File: config.mk
export PLATFORM = sky130hd
export DESIGN_NAME = windowed_traffic_rate_meter
export DESIGN_NICKNAME = d
export VERILOG_FILES = /design/src/hdl/wtrm_pkg.sv /design/src/hdl/wtrm_ctrl.sv /design/src/hdl/wtrm_dp.sv /design/src/hdl/windowed_traffic_rate_meter.sv
export SDC_FILE = /design/constraint.sdc
export NUM_CORES = 2
export LEC_CHECK = 0
export ABC_CLOCK_PERIOD_IN_PS = 22100
export BUFFER_PORTS_ARGS = -buffer_cell sky130_fd_sc_hd__buf_2
export CORE_AREA = 2 2 438 440
export DETAILED_ROUTE_END_ITERATION = 16
export DIE_AREA = 0 0 440 442
export PLACE_DENSITY_LB_ADDON = 0.05
export SYNTH_ARGS = -nofsm -noshare
export SYNTH_HDL_FRONTEND = slang
export SYNTH_SLANG_ARGS = --single-unit
File: constraint.sdc
create_clock -name clk -period 22.1 [get_ports clk]
set_input_delay 1.105 -clock clk [delete_from_list [all_inputs] [get_ports clk]]
set_output_delay 1.105 -clock clk [all_outputs]
set_load 0.02 [all_outputs]
File: src/hdl/wtrm_pkg.sv
// Shared types and constants for the windowed traffic rate meter.
`default_nettype none

package wtrm_pkg;

  // Widths fixed by the transaction fields and the window registers.
  localparam int DATA_W    = 32;
  localparam int TOT_W     = DATA_W + 1;
  localparam int WIN_W     = 6;
  localparam int NUM_WIN   = 3;
  localparam int NUM_LANE  = 2 * NUM_WIN;
  // A window never covers more than 63 entries, so a sum needs six extra bits.
  localparam int SUM_W     = DATA_W + WIN_W;
  // Divisor is at most 63 times a scale of at most 31.
  localparam int SCALE_W   = 5;
  localparam int DVS_W     = WIN_W + SCALE_W;
  localparam int DCNT_W    = $clog2(SUM_W);
  localparam int CFG_IDX_W = 2;

  localparam logic [CFG_IDX_W-1:0] CFG_WIN_SHORT = 2'd0;
  localparam logic [CFG_IDX_W-1:0] CFG_WIN_MID   = 2'd1;
  localparam logic [CFG_IDX_W-1:0] CFG_WIN_LONG  = 2'd2;

  localparam logic [WIN_W-1:0] WIN_SHORT_RST = 6'd1;
  localparam logic [WIN_W-1:0] WIN_MID_RST   = 6'd5;
  localparam logic [WIN_W-1:0] WIN_LONG_RST  = 6'd20;

  typedef struct packed {
    logic accept;
    logic walk_step;
    logic div_load;
    logic div_step;
    logic load_out;
  } wtrm_cmd_t;

  typedef struct packed {
    logic walk_last;
    logic div_last;
  } wtrm_sts_t;

endpackage

`default_nettype wire

File: src/hdl/wtrm_ctrl.sv
// Sequencing state machine of the windowed traffic rate meter.
`default_nettype none

module wtrm_ctrl (
  input  wire logic               clk,
  input  wire logic               rst_n,
  input  wire logic               in_valid,
  output logic                    in_ready,
  output logic                    out_valid,
  input  wire logic               out_ready,
  output wtrm_pkg::wtrm_cmd_t     cmd,
  input  wire wtrm_pkg::wtrm_sts_t sts
);

  typedef enum logic [2:0] {
    ST_IDLE,
    ST_WALK,
    ST_DRAIN,
    ST_LOAD,
    ST_DIVIDE,
    ST_FINISH
  } state_t;

  state_t state_r, state_nxt;
  logic   out_valid_r, out_valid_nxt;

  assign in_ready  = (state_r == ST_IDLE);
  assign out_valid = out_valid_r;

  always_comb begin
    state_nxt     = state_r;
    cmd           = '0;
    out_valid_nxt = out_valid_r && !out_ready;
    case (state_r)
      ST_IDLE: begin
        if (in_valid) begin
          cmd.accept = 1'b1;
          state_nxt  = ST_WALK;
        end
      end
      ST_WALK: begin
        cmd.walk_step = 1'b1;
        if (sts.walk_last) begin
          state_nxt = ST_DRAIN;
        end
      end
      ST_DRAIN: begin
        state_nxt = ST_LOAD;
      end
      ST_LOAD: begin
        cmd.div_load = 1'b1;
        state_nxt    = ST_DIVIDE;
      end
      ST_DIVIDE: begin
        cmd.div_step = 1'b1;
        if (sts.div_last) begin
          state_nxt = ST_FINISH;
        end
      end
      ST_FINISH: begin
        // Wait here until the previous result has left the output register.
        if (!out_valid_r || out_ready) begin
          cmd.load_out  = 1'b1;
          out_valid_nxt = 1'b1;
          state_nxt     = ST_IDLE;
        end
      end
      default: begin
        state_nxt = ST_IDLE;
      end
    endcase
  end

  always_ff @(posedge clk) begin
    if (!rst_n) begin
      state_r     <= ST_IDLE;
      out_valid_r <= 1'b0;
    end else begin
      state_r     <= state_nxt;
      out_valid_r <= out_valid_nxt;
    end
  end

  a_load_only_when_free: assert property (@(posedge clk) disable iff (!rst_n)
    cmd.load_out |-> (!out_valid_r || out_ready))
    else $error("result loaded over an untaken result");

  a_divide_holds: assert property (@(posedge clk) disable iff (!rst_n)
    (state_r == ST_DIVIDE && !sts.div_last) |=> (state_r == ST_DIVIDE))
    else $error("divide phase left early");

  a_walk_to_drain: assert property (@(posedge clk) disable iff (!rst_n)
    (state_r == ST_WALK && sts.walk_last) |=> (state_r == ST_DRAIN))
    else $error("walk did not end in drain");

endmodule

`default_nettype wire

File: src/hdl/wtrm_dp.sv
// Datapath of the windowed traffic rate meter: ring memory, window sums, peaks, divider lanes.
`default_nettype none

module wtrm_dp #(
  parameter int RING_DEPTH     = 32,
  parameter int INTERVAL_SCALE = 2
) (
  input  wire logic                                   clk,
  input  wire logic                                   rst_n,
  input  wire wtrm_pkg::wtrm_cmd_t                    cmd,
  output wtrm_pkg::wtrm_sts_t                         sts,
  input  wire logic                                   cfg_we,
  input  wire logic [wtrm_pkg::CFG_IDX_W-1:0]         cfg_index,
  input  wire logic [wtrm_pkg::WIN_W-1:0]             cfg_data,
  input  wire logic [wtrm_pkg::DATA_W-1:0]            in_sent_bytes,
  input  wire logic [wtrm_pkg::DATA_W-1:0]            in_recv_bytes,
  output logic [wtrm_pkg::DATA_W-1:0]                 out_avg_sent_short,
  output logic [wtrm_pkg::DATA_W-1:0]                 out_avg_sent_mid,
  output logic [wtrm_pkg::DATA_W-1:0]                 out_avg_sent_long,
  output logic [wtrm_pkg::DATA_W-1:0]                 out_avg_recv_short,
  output logic [wtrm_pkg::DATA_W-1:0]                 out_avg_recv_mid,
  output logic [wtrm_pkg::DATA_W-1:0]                 out_avg_recv_long,
  output logic [wtrm_pkg::DATA_W-1:0]                 out_peak_sent,
  output logic [wtrm_pkg::DATA_W-1:0]                 out_peak_recv,
  output logic [wtrm_pkg::TOT_W-1:0]                  out_peak_total
);

  localparam int DATA_W   = wtrm_pkg::DATA_W;
  localparam int TOT_W    = wtrm_pkg::TOT_W;
  localparam int WIN_W    = wtrm_pkg::WIN_W;
  localparam int SUM_W    = wtrm_pkg::SUM_W;
  localparam int DVS_W    = wtrm_pkg::DVS_W;
  localparam int DCNT_W   = wtrm_pkg::DCNT_W;
  localparam int NUM_WIN  = wtrm_pkg::NUM_WIN;
  localparam int NUM_LANE = wtrm_pkg::NUM_LANE;
  localparam int AGE_W    = $clog2(RING_DEPTH);
  localparam int FILL_W   = $clog2(RING_DEPTH + 1);
  localparam int CMP_W    = (FILL_W > WIN_W) ? FILL_W : WIN_W;

  localparam logic [AGE_W-1:0]  LAST_SLOT = AGE_W'(RING_DEPTH - 1);
  localparam logic [FILL_W-1:0] FULL      = FILL_W'(RING_DEPTH);
  localparam logic [DCNT_W-1:0] LAST_BIT  = DCNT_W'(SUM_W - 1);
  localparam logic [DVS_W-1:0]  SCALE     = DVS_W'(INTERVAL_SCALE);

  // Ring memory: one entry holds the sent count above the received count.
  logic [2*DATA_W-1:0] ring_mem [RING_DEPTH];
  logic [2*DATA_W-1:0] rd_data_r;

  logic [WIN_W-1:0]  win_r [NUM_WIN];
  logic [AGE_W-1:0]  newest_r, newest_nxt;
  logic [AGE_W-1:0]  ptr_r;
  logic [AGE_W-1:0]  age_r;
  logic [AGE_W-1:0]  rd_age_r;
  logic              rd_vld_r;
  logic              rd_live_r;
  logic [FILL_W-1:0] fill_r;

  logic [SUM_W-1:0]  acc_r [NUM_LANE];
  logic [DVS_W-1:0]  rem_r [NUM_LANE];
  logic [DVS_W-1:0]  dvs_r [NUM_WIN];
  logic              dvs_zero_r [NUM_WIN];
  logic [DCNT_W-1:0] dcnt_r;

  logic [DATA_W-1:0] pk_sent_r, pk_recv_r;
  logic [TOT_W-1:0]  pk_total_r;

  logic [DATA_W-1:0] ent_sent, ent_recv;
  logic [TOT_W-1:0]  ent_total;
  logic              in_win [NUM_WIN];
  logic [WIN_W-1:0]  len [NUM_WIN];
  logic [DVS_W-1:0]  dvs [NUM_WIN];
  logic [DVS_W:0]    rem_sh [NUM_LANE];
  logic [DVS_W:0]    diff [NUM_LANE];
  logic              qbit [NUM_LANE];
  logic [DVS_W-1:0]  rem_nxt [NUM_LANE];
  logic [DATA_W-1:0] avg [NUM_LANE];

  assign newest_nxt    = (newest_r == LAST_SLOT) ? '0 : newest_r + 1'b1;
  assign sts.walk_last = (age_r == LAST_SLOT);
  assign sts.div_last  = (dcnt_r == LAST_BIT);

  // Slots at or beyond the fill count were never written and read as zero.
  assign ent_sent  = rd_live_r ? rd_data_r[2*DATA_W-1:DATA_W] : '0;
  assign ent_recv  = rd_live_r ? rd_data_r[DATA_W-1:0] : '0;
  assign ent_total = {1'b0, ent_sent} + {1'b0, ent_recv};

  always_comb begin
    for (int k = 0; k < NUM_WIN; k++) begin
      in_win[k] = CMP_W'(rd_age_r) < CMP_W'(win_r[k]);
      len[k]    = (CMP_W'(fill_r) < CMP_W'(win_r[k])) ? WIN_W'(fill_r) : win_r[k];
      dvs[k]    = DVS_W'(len[k]) * SCALE;
    end
  end

  // One restoring division step per lane; lanes below NUM_WIN hold sent sums.
  always_comb begin
    for (int l = 0; l < NUM_LANE; l++) begin
      rem_sh[l]  = {rem_r[l], acc_r[l][SUM_W-1]};
      diff[l]    = rem_sh[l] - {1'b0, dvs_r[l % NUM_WIN]};
      qbit[l]    = !diff[l][DVS_W];
      rem_nxt[l] = qbit[l] ? diff[l][DVS_W-1:0] : rem_sh[l][DVS_W-1:0];
      avg[l]     = dvs_zero_r[l % NUM_WIN] ? '0 : acc_r[l][DATA_W-1:0];
    end
  end

  always_ff @(posedge clk) begin
    if (cmd.accept) begin
      ring_mem[newest_nxt] <= {in_sent_bytes, in_recv_bytes};
    end
    if (cmd.walk_step) begin
      rd_data_r <= ring_mem[ptr_r];
    end
  end

  always_ff @(posedge clk) begin
    if (!rst_n) begin
      win_r[0] <= wtrm_pkg::WIN_SHORT_RST;
      win_r[1] <= wtrm_pkg::WIN_MID_RST;
      win_r[2] <= wtrm_pkg::WIN_LONG_RST;
      newest_r <= LAST_SLOT;
      fill_r   <= '0;
      rd_vld_r <= 1'b0;
    end else begin
      if (cfg_we) begin
        case (cfg_index)
          wtrm_pkg::CFG_WIN_SHORT: win_r[0] <= cfg_data;
          wtrm_pkg::CFG_WIN_MID:   win_r[1] <= cfg_data;
          wtrm_pkg::CFG_WIN_LONG:  win_r[2] <= cfg_data;
          default: begin
          end
        endcase
      end
      if (cmd.accept) begin
        newest_r <= newest_nxt;
        if (fill_r != FULL) begin
          fill_r <= fill_r + 1'b1;
        end
      end
      rd_vld_r <= cmd.walk_step;
    end
  end

  always_ff @(posedge clk) begin
    if (cmd.accept) begin
      ptr_r      <= newest_nxt;
      age_r      <= '0;
      pk_sent_r  <= '0;
      pk_recv_r  <= '0;
      pk_total_r <= '0;
      for (int l = 0; l < NUM_LANE; l++) begin
        acc_r[l] <= '0;
      end
    end
    if (cmd.walk_step) begin
      rd_age_r  <= age_r;
      rd_live_r <= CMP_W'(ptr_r) < CMP_W'(fill_r);
      ptr_r     <= (ptr_r == '0) ? LAST_SLOT : ptr_r - 1'b1;
      age_r     <= age_r + 1'b1;
    end
    if (rd_vld_r) begin
      for (int k = 0; k < NUM_WIN; k++) begin
        if (in_win[k]) begin
          acc_r[k]           <= acc_r[k] + SUM_W'(ent_sent);
          acc_r[k + NUM_WIN] <= acc_r[k + NUM_WIN] + SUM_W'(ent_recv);
        end
      end
      if (ent_sent > pk_sent_r) begin
        pk_sent_r <= ent_sent;
      end
      if (ent_recv > pk_recv_r) begin
        pk_recv_r <= ent_recv;
      end
      if (ent_total > pk_total_r) begin
        pk_total_r <= ent_total;
      end
    end
    if (cmd.div_load) begin
      dcnt_r <= '0;
      for (int k = 0; k < NUM_WIN; k++) begin
        dvs_r[k]      <= dvs[k];
        dvs_zero_r[k] <= (dvs[k] == '0);
      end
      for (int l = 0; l < NUM_LANE; l++) begin
        rem_r[l] <= '0;
      end
    end
    if (cmd.div_step) begin
      dcnt_r <= dcnt_r + 1'b1;
      for (int l = 0; l < NUM_LANE; l++) begin
        rem_r[l] <= rem_nxt[l];
        acc_r[l] <= {acc_r[l][SUM_W-2:0], qbit[l]};
      end
    end
    if (cmd.load_out) begin
      out_avg_sent_short <= avg[0];
      out_avg_sent_mid   <= avg[1];
      out_avg_sent_long  <= avg[2];
      out_avg_recv_short <= avg[3];
      out_avg_recv_mid   <= avg[4];
      out_avg_recv_long  <= avg[5];
      out_peak_sent      <= pk_sent_r;
      out_peak_recv      <= pk_recv_r;
      out_peak_total     <= pk_total_r;
    end
  end

  a_fill_bounded: assert property (@(posedge clk) disable iff (!rst_n)
    fill_r <= FULL)
    else $error("fill count beyond ring depth");

  a_walk_covers_ring: assert property (@(posedge clk) disable iff (!rst_n)
    (cmd.walk_step && sts.walk_last) |->
      (ptr_r == ((newest_r == LAST_SLOT) ? '0 : newest_r + 1'b1)))
    else $error("ring walk did not end next to the newest slot");

endmodule

`default_nettype wire

File: src/hdl/windowed_traffic_rate_meter.sv
// Top level of the windowed traffic rate meter: state machine plus datapath.
// One transaction at a time: in_ready stays low from acceptance through the ring walk
// (one memory read a cycle) and the 38-step bit-serial divider lanes until the result
// is loaded into the output register.
// A pending result waits in the output register while the next transaction is taken.
// Reset (rst_n low, synchronous): fill count to zero, windows to 1, 5 and 20;
// the ring is not swept, since slots beyond the fill count read as zero.
`default_nettype none

module windowed_traffic_rate_meter #(
  parameter int RING_DEPTH     = 32,
  parameter int INTERVAL_SCALE = 2
) (
  input  wire logic                            clk,
  input  wire logic                            rst_n,
  input  wire logic                            cfg_we,
  input  wire logic [wtrm_pkg::CFG_IDX_W-1:0]  cfg_index,
  input  wire logic [wtrm_pkg::WIN_W-1:0]      cfg_data,
  input  wire logic                            in_valid,
  output logic                                 in_ready,
  input  wire logic [wtrm_pkg::DATA_W-1:0]     in_sent_bytes,
  input  wire logic [wtrm_pkg::DATA_W-1:0]     in_recv_bytes,
  output logic                                 out_valid,
  input  wire logic                            out_ready,
  output logic [wtrm_pkg::DATA_W-1:0]          out_avg_sent_short,
  output logic [wtrm_pkg::DATA_W-1:0]          out_avg_sent_mid,
  output logic [wtrm_pkg::DATA_W-1:0]          out_avg_sent_long,
  output logic [wtrm_pkg::DATA_W-1:0]          out_avg_recv_short,
  output logic [wtrm_pkg::DATA_W-1:0]          out_avg_recv_mid,
  output logic [wtrm_pkg::DATA_W-1:0]          out_avg_recv_long,
  output logic [wtrm_pkg::DATA_W-1:0]          out_peak_sent,
  output logic [wtrm_pkg::DATA_W-1:0]          out_peak_recv,
  output logic [wtrm_pkg::TOT_W-1:0]           out_peak_total
);

  // The controller steps through the phases of one transaction: write the new
  // pair into the ring, walk every slot from newest to oldest, let the last
  // read drain into the sums, load the divider lanes and shift them one
  // quotient bit a cycle, then hand the result to the output register.
  wtrm_pkg::wtrm_cmd_t cmd;
  wtrm_pkg::wtrm_sts_t sts;

  wtrm_ctrl u_ctrl (
    .clk       (clk),
    .rst_n     (rst_n),
    .in_valid  (in_valid),
    .in_ready  (in_ready),
    .out_valid (out_valid),
    .out_ready (out_ready),
    .cmd       (cmd),
    .sts       (sts)
  );

  // The datapath holds the ring memory and the window registers. During the
  // walk each read entry is added into every window whose length exceeds its
  // age, and compared against the three running peaks. The six averages are
  // then produced by parallel restoring divider lanes that share the three
  // window divisors, min(fill, window) times the interval scale. A zero
  // divisor forces its averages to zero.
  wtrm_dp #(
    .RING_DEPTH     (RING_DEPTH),
    .INTERVAL_SCALE (INTERVAL_SCALE)
  ) u_dp (
    .clk                (clk),
    .rst_n              (rst_n),
    .cmd                (cmd),
    .sts                (sts),
    .cfg_we             (cfg_we),
    .cfg_index          (cfg_index),
    .cfg_data           (cfg_data),
    .in_sent_bytes      (in_sent_bytes),
    .in_recv_bytes      (in_recv_bytes),
    .out_avg_sent_short (out_avg_sent_short),
    .out_avg_sent_mid   (out_avg_sent_mid),
    .out_avg_sent_long  (out_avg_sent_long),
    .out_avg_recv_short (out_avg_recv_short),
    .out_avg_recv_mid   (out_avg_recv_mid),
    .out_avg_recv_long  (out_avg_recv_long),
    .out_peak_sent      (out_peak_sent),
    .out_peak_recv      (out_peak_recv),
    .out_peak_total     (out_peak_total)
  );

endmodule

`default_nettype wire
==> flow_summary_export.csv <==
group,metric,value,unit
outcome,outcome,"finished, final reports clean",
drt,dr.first_iter.drc_count,10500,
drt,drc,0,
critical_path,criticalPathCategory,"reg2reg",
timing,hold_viol_final,0,
placement,port_buffers,367,
critical_path,slowest_delay,700,ps
clocking,ctsResizeCount,0,
yosys,synth_commonest_cells,"edfxtp_1 (2,756), mux4_2 (640), nand2_1 (456), ha_1 (354), nor2_1 (321)",
power,switching_share,27.4,%
layout,seq_area,0.0850,mm2
hold_path,hold_path.class,"reg2reg",
clocking,hold_buffers,0,
clocking,cts_setup_buffers,0,
floorplanning,initial_utilization,66.7,%
clocking,cts_sinks,2869,
timing,skew,52.8,ps
yosys,synth_edf_count,2756,
critical_path,crit_start,"u_dp.rd_live_r",
yosys,netlist.area_leader.share,65.4,%
drt,postRouteWirelength,366000,um
timing,worst_slew_pin_slew,1370,ps
yosys,ys_warn_count,0,
layout,finalInstanceArea,0.141,mm2
power,seq_power_share,45.7,%
yosys,synthFlopType,"edfxtp_1",
power,p_int,10200,uW
critical_path,r2r_end,"u_dp.pk_total_r[18]",
critical_path,r2r_start,"u_dp.rd_live_r",
critical_path,rrSetupSlack,14880,ps
timing,fin_setup_tns,0,ps
timing,max_clock_freq,0.139,GHz
yosys,syn_area,0.126,mm2
placement,hpwlAfterDp,194000,um
power,p_sw,3830,uW
timing,slew_headroom,8.58,%
drt,vias,75500,
timing,finalCritPeriodShare,32.7,%
hold_path,worstHoldStart,"u_dp.pk_recv_r[31]",
yosys,synthTopCellsByArea,"edfxtp_1 (65%), mux4_2 (11%), ha_1 (3.5%)",
power,p_per_area,99.3,mW/mm2
critical_path,crit_buf_inv,4,
drt,firstDrtPassIters,6,
yosys,synth_cells,7660,
timing,finalMaxSlewViolations,0,
global_routing,overflow,0,
yosys,yosysTopAreaCell,"edfxtp_1",
critical_path,cpMostUsedCell,"a21oi_1",
clocking,clock_latency,960,ps
floorplanning,die_h,442,um
hold_path,hold_depth,0,
yosys,yosysUniqueCellTypes,107,
layout,drive_gt1_share,21.9,%
yosys,synthArstFlopShare,0,%
floorplanning,fp-row-count,160,
global_routing,grt_pass1_wl,524000,um
critical_path,critPathCaptureType,"flip-flop",
critical_path,crit_slowest_cell,"a21oi_4",
timing,rsz0062_at_grt,"false",
clocking,root_buffer,"clkbuf_16",
power,leakage,0.0484,uW
global_routing,antenna_found_initial,40,
yosys,synth-seq-cells,2869,
placement,place_congestion,0.944,
power,p_comb_share,18.2,%
drt,ant_nets,0,
job,cap_viol_max_count,0,
critical_path,critPathMaxFanout,122,
yosys,synth.avg_cell_area,16.5,um2
global_routing,grt_start_max_net_pins,175,
critical_path,required,22920,ps
drt,routedWlPerCell,33.8,um
layout,synthToLayoutAreaGrowth,11.5,%
critical_path,cp.arrival,8040,ps
drt,avgViaCountPerCell,6.98,
clocking,cts_tree,"built",
yosys,yosysSeqAreaShare,67.2,%
yosys,synth.most_common_cell,"edfxtp_1",
hold_path,worstHoldEndpoint,"u_dp.out_peak_recv[31]",
timing,setup_viol,0,
floorplanning,coreArea,0.190,mm2
floorplanning,dieArea,0.194,mm2
clocking,clock_path_buffers,4,
floorplanning,ios,368,
layout,nFillCells,10700,
power,ir_worst_vdd,0.100,mV
power,p_clk_share,36.1,%
critical_path,crit_family,"compound AO/OA/AOI/OAI gates",
global_routing,grt_usage,37.9,%
clocking,clkTransAtPathRegs,60,ps
layout,multi_input_area,0.0396,mm2
yosys,syn_nets,8104,
global_routing,first_global_vias,74100,
floorplanning,die_w,440,um
layout,layout.nets,8533,
placement,placed_area,0.131,mm2
clocking,htree_num_levels,5,
timing,min_period,7220,ps
critical_path,worst_setup_path_start_kind,"flip-flop",
clocking,cts_buffers,302,
critical_path,r2r_cells,28,
cells in the final DEF (no fill, tap or decap), types with 42 or more instances in the layout:
cell type  count
edfxtp_1    2756
mux4_2       640
nand2_1      454
buf_2        367
ha_1         354
clkbuf_16    311
nor2_1       287
a21oi_1      286
nor2b_1      241
o21ai_0      239
inv_1        205
xnor2_1      196
a21o_1       194
xor2_1       128
buf_4        123
mux2_2       118
dfxtp_1      113
nand3_1      106
o31ai_1      105
and2_1        91
nand2b_1      68
clkinv_2      62
nor3_1        59
clkinv_1      52
a22o_1        48
nand4_1       44
clkbuf_1      42
registers in the layout, summed over array words and instances (netlist names), 33 cells and up:
name,cells
u_dp.ring_mem,2048
u_dp.acc_r,228
u_dp.pk_total_r,33
u_dp.rd_data_r,64
u_dp.out_peak_total,33
u_dp.rem_r,66
power by group through the flow:
| stage | Combinational [uW] | Clock [uW] | Sequential, uW |
|---|---|---|---|
| floorplan | 1750 | 0 | 6380 |
| global placement | 2430 | 0 | 6490 |
| detailed placement | 2450 | 0 | 6500 |
| CTS | 2510 | 5090 | 6400 |
| global route | 2710 | 5280 | 6410 |
| finish | 2540 | 5060 | 6400 |
worst max-delay path by stage:
stage / to / slack (ps) / cells past startpoint
3_3_place_gp: u_dp.pk_total_r[15] / 14990 / 27
4_1_cts: u_dp.pk_total_r[18] / 14930 / 28
3_5_place_dp: u_dp.pk_total_r[18] / 14980 / 28
5_1_grt: u_dp.pk_total_r[18] / 14500 / 28
6_report: u_dp.pk_total_r[18] / 14880 / 28
2_1_floorplan: u_dp.out_avg_recv_long[0] / 13570 / 2
worst reg2reg max path, delay by kind of cell, from the launching register on:
kind	cells	cell delay (ps)
AO/OA/AOI/OAI	16	3810
flip-flops	1	370
buffers and inverters	4	1150
AND/OR/NAND/NOR	4	610
adder cells (fa/ha/maj)	3	980
XOR/XNOR	1	170
through the flow:
stage	power (uW)	worst slack (ps)	instances	utilization [%]	hold WS [ps]
floorplan	8130	13570	7660	-	408
global placement	8920	14990	10300	69.3	417
detailed placement	8960	14980	10300	69.3	416
CTS	14000	14930	10800	74.4	397
global route	14400	14500	10800	74.4	437
finish	14000	14880	10800	74.4	429
cells by family after synthesis:
kind of cell,Yosys count,synth area share [%]
fa+ha+maj,385,3.86
flops,2869,67.2
xor+xnor,329,2.29
mux,779,12.6
compound gates,1190,6.27
simple gates,1528,5.93
buf+inv,580,1.81
metal layers:
metal	vias to the layer above	track usage (%)	part of all wire, %	wire (um)
met5	-	0	0.036	132
met4	18	19.2	5.7	21000
met3	980	8.14	11	39900
met2	5369	59.8	48	176000
met1	38200	50.4	35	129000
li1	31000	-	-	-
final cells by class:
| cell class | instances | area share (%) |
|---|---|---|
| clock buffer | 357 | 5.67 |
| multi-input combinational | 4211 | 28.1 |
| inverter | 207 | 0.553 |
| antenna | 14 | 0.0248 |
| clock inverter | 164 | 1.13 |
| tap | 2511 | 2.23 |
| sequential | 2869 | 60.3 |
| timing repair buffer | 498 | 2.07 |
Note: power is estimated with default switching activity, not from simulation.
